`src/rtl/core/afrl_pkg.sv`:
```
package afrl_pkg;

    // Shot store
    localparam int unsigned MAX_SHOTS = 8;
    localparam int unsigned SLOT_W    = (MAX_SHOTS > 1) ? $clog2(MAX_SHOTS) : 1;
    localparam int unsigned CNT_W     = $clog2(MAX_SHOTS + 1);

    // Stream widths
    localparam int unsigned IN_DATA_W  = 80;
    localparam int unsigned OUT_DATA_W = 8;

    // Configuration port
    localparam int unsigned CFG_IDX_W  = 3;
    localparam int unsigned CFG_DATA_W = 16;

    typedef enum logic [CFG_IDX_W-1:0] {
        REG_CENTER_X         = 3'd0,
        REG_CENTER_Y         = 3'd1,
        REG_BOX_HALF_X       = 3'd2,
        REG_BOX_HALF_Y       = 3'd3,
        REG_STABLE_THRESHOLD = 3'd4,
        REG_WINDOW_MS        = 3'd5
    } cfg_reg_t;

    localparam logic [15:0] CENTER_X_RST   = 16'd320;
    localparam logic [15:0] CENTER_Y_RST   = 16'd240;
    localparam logic [15:0] BOX_HALF_X_RST = 16'd16;
    localparam logic [15:0] BOX_HALF_Y_RST = 16'd14;
    localparam logic [7:0]  THRESHOLD_RST  = 8'd3;
    localparam logic [15:0] WINDOW_MS_RST  = 16'd8000;

    localparam logic [7:0] NO_TARGET_CODE = 8'hFF;
    localparam logic [7:0] COUNT_MAX      = 8'hFF;

    typedef struct packed {
        logic fire;
        logic window_full;
        logic steady;
        logic aimed;
    } result_t;

    function automatic logic [15:0] abs_diff16(input logic [15:0] a, input logic [15:0] b);
        logic [15:0] d;
        d = (a > b) ? (a - b) : (b - a);
        return d;
    endfunction

endpackage

```
`src/rtl/core/aim_fire_rate_limiter_top.sv`:
```
// Aim-gated fire decision with a sliding-window shot rate limiter.
//
// Input stream (s_*): one update item per control tick. Output stream (m_*):
// exactly one result item per update. Configuration writes go through the
// cfg_* channel (always ready). The user must make them only while the block
// is idle; the block itself does not enforce this.
//
// The accepting edge captures the item, then a single 32-bit subtract/compare
// unit walks the shot store, one slot per cycle, dropping stale timestamps,
// counting live ones and finding the first free slot; a final decision state
// makes the aim, stable-count and fire decision. s_tready is low while an item
// is in work, so a new item is taken only after the last one is decided.
//
// The result sits in an output register: the next item is accepted while it
// waits. If the receiver stalls, the following item finishes its walk and
// holds in its decision cycle until the output register frees.
//
// Reset clears the shot valid bits and the stable count and loads the
// configuration defaults (center 320/240, box 16/14, threshold 3,
// window 8000 ms). No clearing pass is needed.
module aim_fire_rate_limiter_top
(
    input  logic                               clk,
    input  logic                               rst_n,

    input  logic                               s_tvalid,
    output logic                               s_tready,
    // [31:0] now_ms, [32] remote_online, [33] vision_online, [34] packet_new,
    // [35] has_target, [43:36] target_code, [59:44] target_x,
    // [75:60] target_y, [76] friction_ready, [77] manual_burst, [79:78] zero
    input  logic [afrl_pkg::IN_DATA_W-1:0]     s_tdata,

    output logic                               m_tvalid,
    input  logic                               m_tready,
    // [0] aimed, [1] steady, [2] window_full, [3] fire, [7:4] zero
    output logic [afrl_pkg::OUT_DATA_W-1:0]    m_tdata,

    input  logic                               cfg_valid,
    output logic                               cfg_ready,
    input  logic [afrl_pkg::CFG_IDX_W-1:0]     cfg_index,
    input  logic [afrl_pkg::CFG_DATA_W-1:0]    cfg_data
);

    typedef enum logic [2:0] {
        ST_IDLE = 3'b001,
        ST_WALK = 3'b010,
        ST_DONE = 3'b100
    } state_t;

    localparam int unsigned NS = afrl_pkg::MAX_SHOTS;
    localparam int unsigned SW = afrl_pkg::SLOT_W;
    localparam int unsigned CW = afrl_pkg::CNT_W;

    state_t state_reg, state_next;

    // Configuration
    logic [15:0] center_x_reg, center_x_next;
    logic [15:0] center_y_reg, center_y_next;
    logic [15:0] box_x_reg, box_x_next;
    logic [15:0] box_y_reg, box_y_next;
    logic [7:0]  thresh_reg, thresh_next;
    logic [15:0] window_reg, window_next;

    // Captured item
    logic [31:0] now_reg, now_next;
    logic        link_ok_reg, link_ok_next;
    logic        fresh_reg, fresh_next;
    logic        gate_bad_reg, gate_bad_next;
    logic [15:0] tx_reg, tx_next;
    logic [15:0] ty_reg, ty_next;

    // Shot store and walk
    logic [31:0]   shot_times_reg [NS];
    logic [NS-1:0] shot_valid_reg, shot_valid_next;
    logic [SW-1:0] idx_reg, idx_next;
    logic [CW-1:0] live_reg, live_next;
    logic [SW-1:0] free_idx_reg, free_idx_next;
    logic          free_found_reg, free_found_next;
    logic [7:0]    count_reg, count_next;

    // Output
    logic                  m_valid_reg, m_valid_next;
    afrl_pkg::result_t     res_reg, res_next;

    // Shared age unit
    logic [31:0] age;
    logic        expired;
    logic        slot_live;

    // Decision
    logic        commit;
    logic        aim;
    logic [7:0]  count_inc;
    logic        limited;
    logic        record;

    assign s_tready  = (state_reg == ST_IDLE);
    assign cfg_ready = 1'b1;
    assign m_tvalid  = m_valid_reg;
    assign m_tdata   = {{(afrl_pkg::OUT_DATA_W - 4){1'b0}}, res_reg};

    assign age       = now_reg - shot_times_reg[idx_reg];
    assign expired   = (age >= {16'd0, window_reg});
    assign slot_live = shot_valid_reg[idx_reg] && !expired;

    assign commit    = (state_reg == ST_DONE) && (!m_valid_reg || m_tready);
    assign aim       = (afrl_pkg::abs_diff16(tx_reg, center_x_reg) <= box_x_reg) &&
                       (afrl_pkg::abs_diff16(ty_reg, center_y_reg) <= box_y_reg);
    assign count_inc = (count_reg == afrl_pkg::COUNT_MAX) ? count_reg : count_reg + 8'd1;
    assign limited   = (live_reg >= CW'(NS));

    always_comb
    begin
        state_next      = state_reg;
        center_x_next   = center_x_reg;
        center_y_next   = center_y_reg;
        box_x_next      = box_x_reg;
        box_y_next      = box_y_reg;
        thresh_next     = thresh_reg;
        window_next     = window_reg;
        now_next        = now_reg;
        link_ok_next    = link_ok_reg;
        fresh_next      = fresh_reg;
        gate_bad_next   = gate_bad_reg;
        tx_next         = tx_reg;
        ty_next         = ty_reg;
        shot_valid_next = shot_valid_reg;
        idx_next        = idx_reg;
        live_next       = live_reg;
        free_idx_next   = free_idx_reg;
        free_found_next = free_found_reg;
        count_next      = count_reg;
        m_valid_next    = m_valid_reg;
        res_next        = res_reg;
        record          = 1'b0;

        if (cfg_valid)
        begin
            case (cfg_index)
                afrl_pkg::REG_CENTER_X:         center_x_next = cfg_data;
                afrl_pkg::REG_CENTER_Y:         center_y_next = cfg_data;
                afrl_pkg::REG_BOX_HALF_X:       box_x_next    = cfg_data;
                afrl_pkg::REG_BOX_HALF_Y:       box_y_next    = cfg_data;
                afrl_pkg::REG_STABLE_THRESHOLD: thresh_next   = cfg_data[7:0];
                afrl_pkg::REG_WINDOW_MS:        window_next   = cfg_data;
                default: ;
            endcase
        end

        if (m_valid_reg && m_tready)
        begin
            m_valid_next = 1'b0;
        end

        case (state_reg)
            ST_IDLE:
            begin
                if (s_tvalid)
                begin
                    now_next        = s_tdata[31:0];
                    link_ok_next    = s_tdata[32] && s_tdata[33];
                    fresh_next      = s_tdata[34];
                    gate_bad_next   = !s_tdata[35] ||
                                      (s_tdata[43:36] == afrl_pkg::NO_TARGET_CODE) ||
                                      !s_tdata[76] || s_tdata[77];
                    tx_next         = s_tdata[59:44];
                    ty_next         = s_tdata[75:60];
                    idx_next        = '0;
                    live_next       = '0;
                    free_idx_next   = '0;
                    free_found_next = 1'b0;
                    state_next      = ST_WALK;
                end
            end
            ST_WALK:
            begin
                // Drop stale stamps, count live ones, note the first free slot
                if (shot_valid_reg[idx_reg] && expired)
                begin
                    shot_valid_next[idx_reg] = 1'b0;
                end
                if (slot_live)
                begin
                    live_next = live_reg + CW'(1);
                end
                else if (!free_found_reg)
                begin
                    free_idx_next   = idx_reg;
                    free_found_next = 1'b1;
                end
                if (idx_reg == SW'(NS - 1))
                begin
                    state_next = ST_DONE;
                end
                else
                begin
                    idx_next = idx_reg + SW'(1);
                end
            end
            ST_DONE:
            begin
                if (commit)
                begin
                    res_next             = '0;
                    res_next.window_full = limited;
                    if (!link_ok_reg)
                    begin
                        count_next = '0;
                    end
                    else if (!fresh_reg)
                    begin
                        count_next = count_reg;
                    end
                    else if (gate_bad_reg)
                    begin
                        count_next = '0;
                    end
                    else
                    begin
                        count_next      = aim ? count_inc : 8'd0;
                        res_next.aimed  = aim;
                        res_next.steady = ((aim ? count_inc : 8'd0) >= thresh_reg);
                        res_next.fire   = aim && (count_inc >= thresh_reg) && !limited;
                        if (res_next.fire)
                        begin
                            record                         = 1'b1;
                            shot_valid_next[free_idx_reg]  = 1'b1;
                        end
                    end
                    m_valid_next = 1'b1;
                    state_next   = ST_IDLE;
                end
            end
            default:
            begin
                state_next = ST_IDLE;
            end
        endcase
    end

    always_ff @(posedge clk or negedge rst_n)
    begin
        if (!rst_n)
        begin
            state_reg      <= ST_IDLE;
            center_x_reg   <= afrl_pkg::CENTER_X_RST;
            center_y_reg   <= afrl_pkg::CENTER_Y_RST;
            box_x_reg      <= afrl_pkg::BOX_HALF_X_RST;
            box_y_reg      <= afrl_pkg::BOX_HALF_Y_RST;
            thresh_reg     <= afrl_pkg::THRESHOLD_RST;
            window_reg     <= afrl_pkg::WINDOW_MS_RST;
            shot_valid_reg <= '0;
            count_reg      <= '0;
            m_valid_reg    <= 1'b0;
            idx_reg        <= '0;
            live_reg       <= '0;
            free_found_reg <= 1'b0;
        end
        else
        begin
            state_reg      <= state_next;
            center_x_reg   <= center_x_next;
            center_y_reg   <= center_y_next;
            box_x_reg      <= box_x_next;
            box_y_reg      <= box_y_next;
            thresh_reg     <= thresh_next;
            window_reg     <= window_next;
            shot_valid_reg <= shot_valid_next;
            count_reg      <= count_next;
            m_valid_reg    <= m_valid_next;
            idx_reg        <= idx_next;
            live_reg       <= live_next;
            free_found_reg <= free_found_next;
        end
    end

    always_ff @(posedge clk)
    begin
        now_reg      <= now_next;
        link_ok_reg  <= link_ok_next;
        fresh_reg    <= fresh_next;
        gate_bad_reg <= gate_bad_next;
        tx_reg       <= tx_next;
        ty_reg       <= ty_next;
        free_idx_reg <= free_idx_next;
        res_reg      <= res_next;
    end

    always_ff @(posedge clk)
    begin
        if (record)
        begin
            shot_times_reg[free_idx_reg] <= now_reg;
        end
    end

    // Checks

    a_walk_length: assert property (@(posedge clk) disable iff (!rst_n)
        (s_tvalid && s_tready) |-> ##(NS + 1) (state_reg == ST_DONE))
        else $error("walk did not reach decision after one pass over the store");

    a_fire_not_full: assert property (@(posedge clk) disable iff (!rst_n)
        (commit && record) |-> (!limited && free_found_reg))
        else $error("fire issued with a full shot window");

    a_fire_marks_slot: assert property (@(posedge clk) disable iff (!rst_n)
        (commit && record) |=> shot_valid_reg[$past(free_idx_reg)])
        else $error("fired shot not recorded");

    a_live_bound: assert property (@(posedge clk) disable iff (!rst_n)
        (state_reg == ST_DONE) |-> (live_reg == CW'($countones(shot_valid_reg))))
        else $error("live count disagrees with valid bits");

endmodule
```
`config.mk`:
```
export PLATFORM = sky130hd
export DESIGN_NAME = aim_fire_rate_limiter_top
export DESIGN_NICKNAME = d
export VERILOG_FILES = /design/src/rtl/core/afrl_pkg.sv /design/src/rtl/core/aim_fire_rate_limiter_top.sv
export SDC_FILE = /design/constraint.sdc
export NUM_CORES = 1
export LEC_CHECK = 0
export BUFFER_PORTS_ARGS = -buffer_cell sky130_fd_sc_hd__buf_2
export CAP_MARGIN = 40
export CORE_ASPECT_RATIO = 1.75
export CORE_MARGIN = 1.5
export CORE_UTILIZATION = 55
export CTS_CLUSTER_SIZE = 14
export DETAILED_ROUTE_END_ITERATION = 12
export PLACE_DENSITY_LB_ADDON = 0.05
export SYNTH_ARGS = -nofsm -noshare
export SYNTH_HDL_FRONTEND = slang
export SYNTH_SLANG_ARGS = --single-unit
```
`constraint.sdc`:
```
create_clock -name clk -period 8.9 [get_ports clk]
set_clock_uncertainty 0.15 [all_clocks]
set_input_delay 2.225 -clock clk [delete_from_list [all_inputs] [get_ports clk]]
set_output_delay 2.225 -clock clk [all_outputs]
set_load 0.1 [all_outputs]
```
==> impl_metrics.tcl <==
set metrics [dict create \
    cts_hold_buf 0 \
    cp_slowest_cell "o31ai_4" \
    die_w_um 157 \
    whs_path_depth 1 \
    leakage_nw 10.1 \
    status "completed" \
    clockRootBuffer "clkbuf_16" \
    layout.nets 2290 \
    dr.pass1.iters 5 \
    antenna_left 0 \
    period_share_pct 84.6 \
    dpl-instance-area_um2 24000 \
    netlist_area_um2 22800 \
    grt_max_degree 63 \
    rsz0062_at_grt "false" \
    path_buf_inv 4 \
    vias 15600 \
    worst-path-stages 32 \
    syn_avg_cell_area_um2 11.9 \
    post-cts-setup-buffers 0 \
    synth_cell_type_count 82 \
    start_kind "flop" \
    ys.flop_type "edfxtp_1" \
    layout_min_cycle_time_ps 7530 \
    place.gp.congestion 0.899 \
    drive_gt1_share_pct 14.6 \
    yosysSeqAreaShare_pct 56.4 \
    wl_per_cell_um 21.9 \
    drtIter0Drc 957 \
    crit_fanout 12 \
    worstPathRequired_ps 9050 \
    worstSetupStartpoint "tx_reg[0]$_DFFE_PP_" \
    synth_edf_count 330 \
    tns_ps 0 \
    cpPeakStageDelay_ps 560 \
    drv_cap 0 \
    die_h_um 272 \
    timing.rr.start "tx_reg[0]$_DFFE_PP_" \
    finalWirelength_mm 56.8 \
    coreArea_um2 40800 \
    overflow 0 \
    cp_top_family "compound AO/OA/AOI/OAI gates" \
    fill_cells 3293 \
    drcViolationCount 0 \
    pin_count 115 \
    crit_path_end_kind "flop" \
    tightestPinTransition_ps 784 \
    ys_warn_count 0 \
    syn_inst 1918 \
    start_util_pct 55.8 \
    post-route-cell-area_um2 25400 \
    post-dp-hpwl_mm 39.2 \
    clk-insertion-delay-late_ps 560 \
    slew_violations 0 \
    port_buffers 107 \
    setup_viol 0 \
    multi_input_area_um2 9100 \
    power_density_nw_per_um2 321 \
    path_class "flop to flop" \
    largest_reg_flops 256 \
    cp.arrival_ps 7680 \
    grt_pass1_vias 15700 \
    ctsResizeCount 0 \
    ys_ff_latch 446 \
    finalHoldViolCount 0 \
    htreeDepth 2 \
    crit_path_frequent_cell "a21oi_1" \
    track_usage_pct 26.9 \
    diodes 0 \
    avgViaCountPerCell 6.01 \
    cts.path.max_buffers 3 \
    cts_sinks 446 \
    antenna_found_initial 0 \
    vdd.ir_drop.worst_mv 0.192 \
    die_area_um2 42700 \
    register_area_um2 12800 \
    worstHoldStart "live_reg[2]$_DFFE_PN0P_" \
    reg2reg_depth 32 \
    relSlewSlack_pct 47.5 \
    hold_path_class "flop to flop" \
    cts_buffers 43 \
    cts_tree "done" \
    clkTransAtPathRegs_ps 60 \
    synthArstFlopShare_pct 26.0 \
    num_rows 98 \
    fmax_mhz 133 \
    syn2layout_area_growth_pct 11.4 \
    grt_pass1_wl_mm 86.6 \
]
-- worst reg2reg max path: cells and delay by family, from the launching register on --
family	cells	cell delay, ps
AND/OR/NAND/NOR	8	1400
multiplexers	1	360
AO/OA/AOI/OAI	15	3220
adder cells (fa/ha/maj)	4	1100
flip-flops	1	400
buffers and inverters	4	650
-- per-layer routing --
metal,GRT usage [%],up-vias,routed length [µm]
met5,0,-,0
met4,11.9,0,2330
met3,2.91,116,2160
met2,51.0,394,31000
met1,29.6,7746,21300
li1,-,7355,-
-- cell type report --
| class | instances | share of cell area [%] |
|---|---|---|
| Clock buffer | 55 | 4.79 |
| Clock inverter | 18 | 0.557 |
| Inverter | 157 | 2.33 |
| Multi-Input combinational cell | 1234 | 35.9 |
| Sequential cell | 446 | 50.6 |
| Tap cell | 550 | 2.71 |
| Timing Repair Buffer | 137 | 3.12 |
-- per-stage QoR --
step | utilization (%) | std cells | setup WS (ps) | power, mW | hold WS (ps)
3_5_place_dp | 58.8 | 2524 | 1400 | 6.37 | 332
6_report | 62.1 | 2597 | 1370 | 8.13 | 337
2_1_floorplan | - | 1921 | 1360 | 5.35 | 296
3_3_place_gp | 58.7 | 2521 | 1410 | 6.31 | 310
5_1_grt | 62.1 | 2597 | 836 | 8.66 | 375
4_1_cts | 62.1 | 2597 | 1330 | 8.15 | 341
-- cell usage after synthesis (9+ instances only) --
| master | n | area [µm²] |
|---|---|---|
| dfstp_2 | 19 | 499 |
| xor2_1 | 22 | 193 |
| buf_2 | 17 | 85.1 |
| a31oi_1 | 9 | 56.3 |
| nand3_1 | 34 | 170 |
| mux2_2 | 41 | 462 |
| mux2i_1 | 25 | 250 |
| dfrtp_1 | 97 | 2430 |
| o21bai_1 | 11 | 82.6 |
| a22o_1 | 32 | 280 |
| nor2_1 | 71 | 267 |
| nand2b_1 | 11 | 68.8 |
| a21oi_1 | 92 | 460 |
| a211oi_1 | 17 | 128 |
| o21a_1 | 10 | 75.1 |
| and3_1 | 39 | 244 |
| a22oi_1 | 70 | 526 |
| xnor2_1 | 29 | 254 |
| nand2_1 | 136 | 510 |
| o21ai_0 | 128 | 641 |
| nor3_1 | 20 | 100 |
| a221oi_1 | 33 | 289 |
| clkbuf_1 | 54 | 203 |
| a21o_1 | 59 | 443 |
| inv_1 | 156 | 586 |
| nand4_1 | 35 | 219 |
| ha_1 | 162 | 2030 |
| o211ai_1 | 11 | 82.6 |
| edfxtp_1 | 330 | 9910 |
| nor2b_1 | 12 | 75.1 |
-- power breakdown --
| part | internal [mW] | switching (mW) |
|---|---|---|
| clock network | 0.995 | 0.773 |
| registers | 2.51 | 0.175 |
| logic | 1.47 | 2.20 |
| total | 4.98 | 3.15 |
-- logic make-up after synthesis --
group / Yosys count / share of synthesized area, %
and+or+nand+nor: 413 / 9.15
muxes: 68 / 3.23
DFF: 446 / 56.4
adders and majority gates: 167 / 9.34
buffers and inverters: 241 / 4.23
other: 2 / 0.0330
xor gates and xnor gates: 51 / 1.96
AOI/OAI and AO/OA: 530 / 15.7
-- placed cells by master (no fill, tap or decap), types with 6 or more instances in the layout --
| cell | n |
|---|---|
| nand3_1 | 34 |
| o211ai_1 | 11 |
| and3_1 | 39 |
| nand2_1 | 136 |
| inv_1 | 155 |
| and2_1 | 6 |
| nor3_1 | 17 |
| a21oi_1 | 92 |
| clkinv_2 | 6 |
| nand2b_1 | 11 |
| dfstp_2 | 19 |
| nor2_1 | 64 |
| nor4_1 | 7 |
| xnor2_1 | 29 |
| a22o_1 | 32 |
| clkbuf_1 | 6 |
| o21a_1 | 10 |
| ha_1 | 162 |
| or3_1 | 8 |
| nand4_1 | 35 |
| xor2_1 | 22 |
| nor2b_1 | 12 |
| clkinv_1 | 6 |
| a31oi_1 | 9 |
| o21ai_0 | 128 |
| clkbuf_16 | 46 |
| a221oi_1 | 33 |
| buf_2 | 106 |
| nor2_4 | 6 |
| a22oi_1 | 70 |
| buf_4 | 28 |
| a211oi_1 | 17 |
| edfxtp_1 | 330 |
| a21o_1 | 59 |
| mux2_2 | 41 |
| mux2i_1 | 25 |
| o21bai_1 | 11 |
| dfrtp_1 | 97 |
-- path summary, 6_finish.rpt --
path                                                     to  slack [ps]
min in group asynchronous       center_x_reg[7]$_DFFE_PN0P_        1570
worst min-delay path                live_reg[2]$_DFFE_PN0P_         340
max in group asynchronous       center_y_reg[4]$_DFFE_PN1P_        5990
worst max-delay path               m_tdata[1]$_SDFFCE_PP0P_        1370
worst max register to register     m_tdata[1]$_SDFFCE_PP0P_        1370
worst min register to register      live_reg[2]$_DFFE_PN0P_         340
Power figures use the tool's default switching activity.
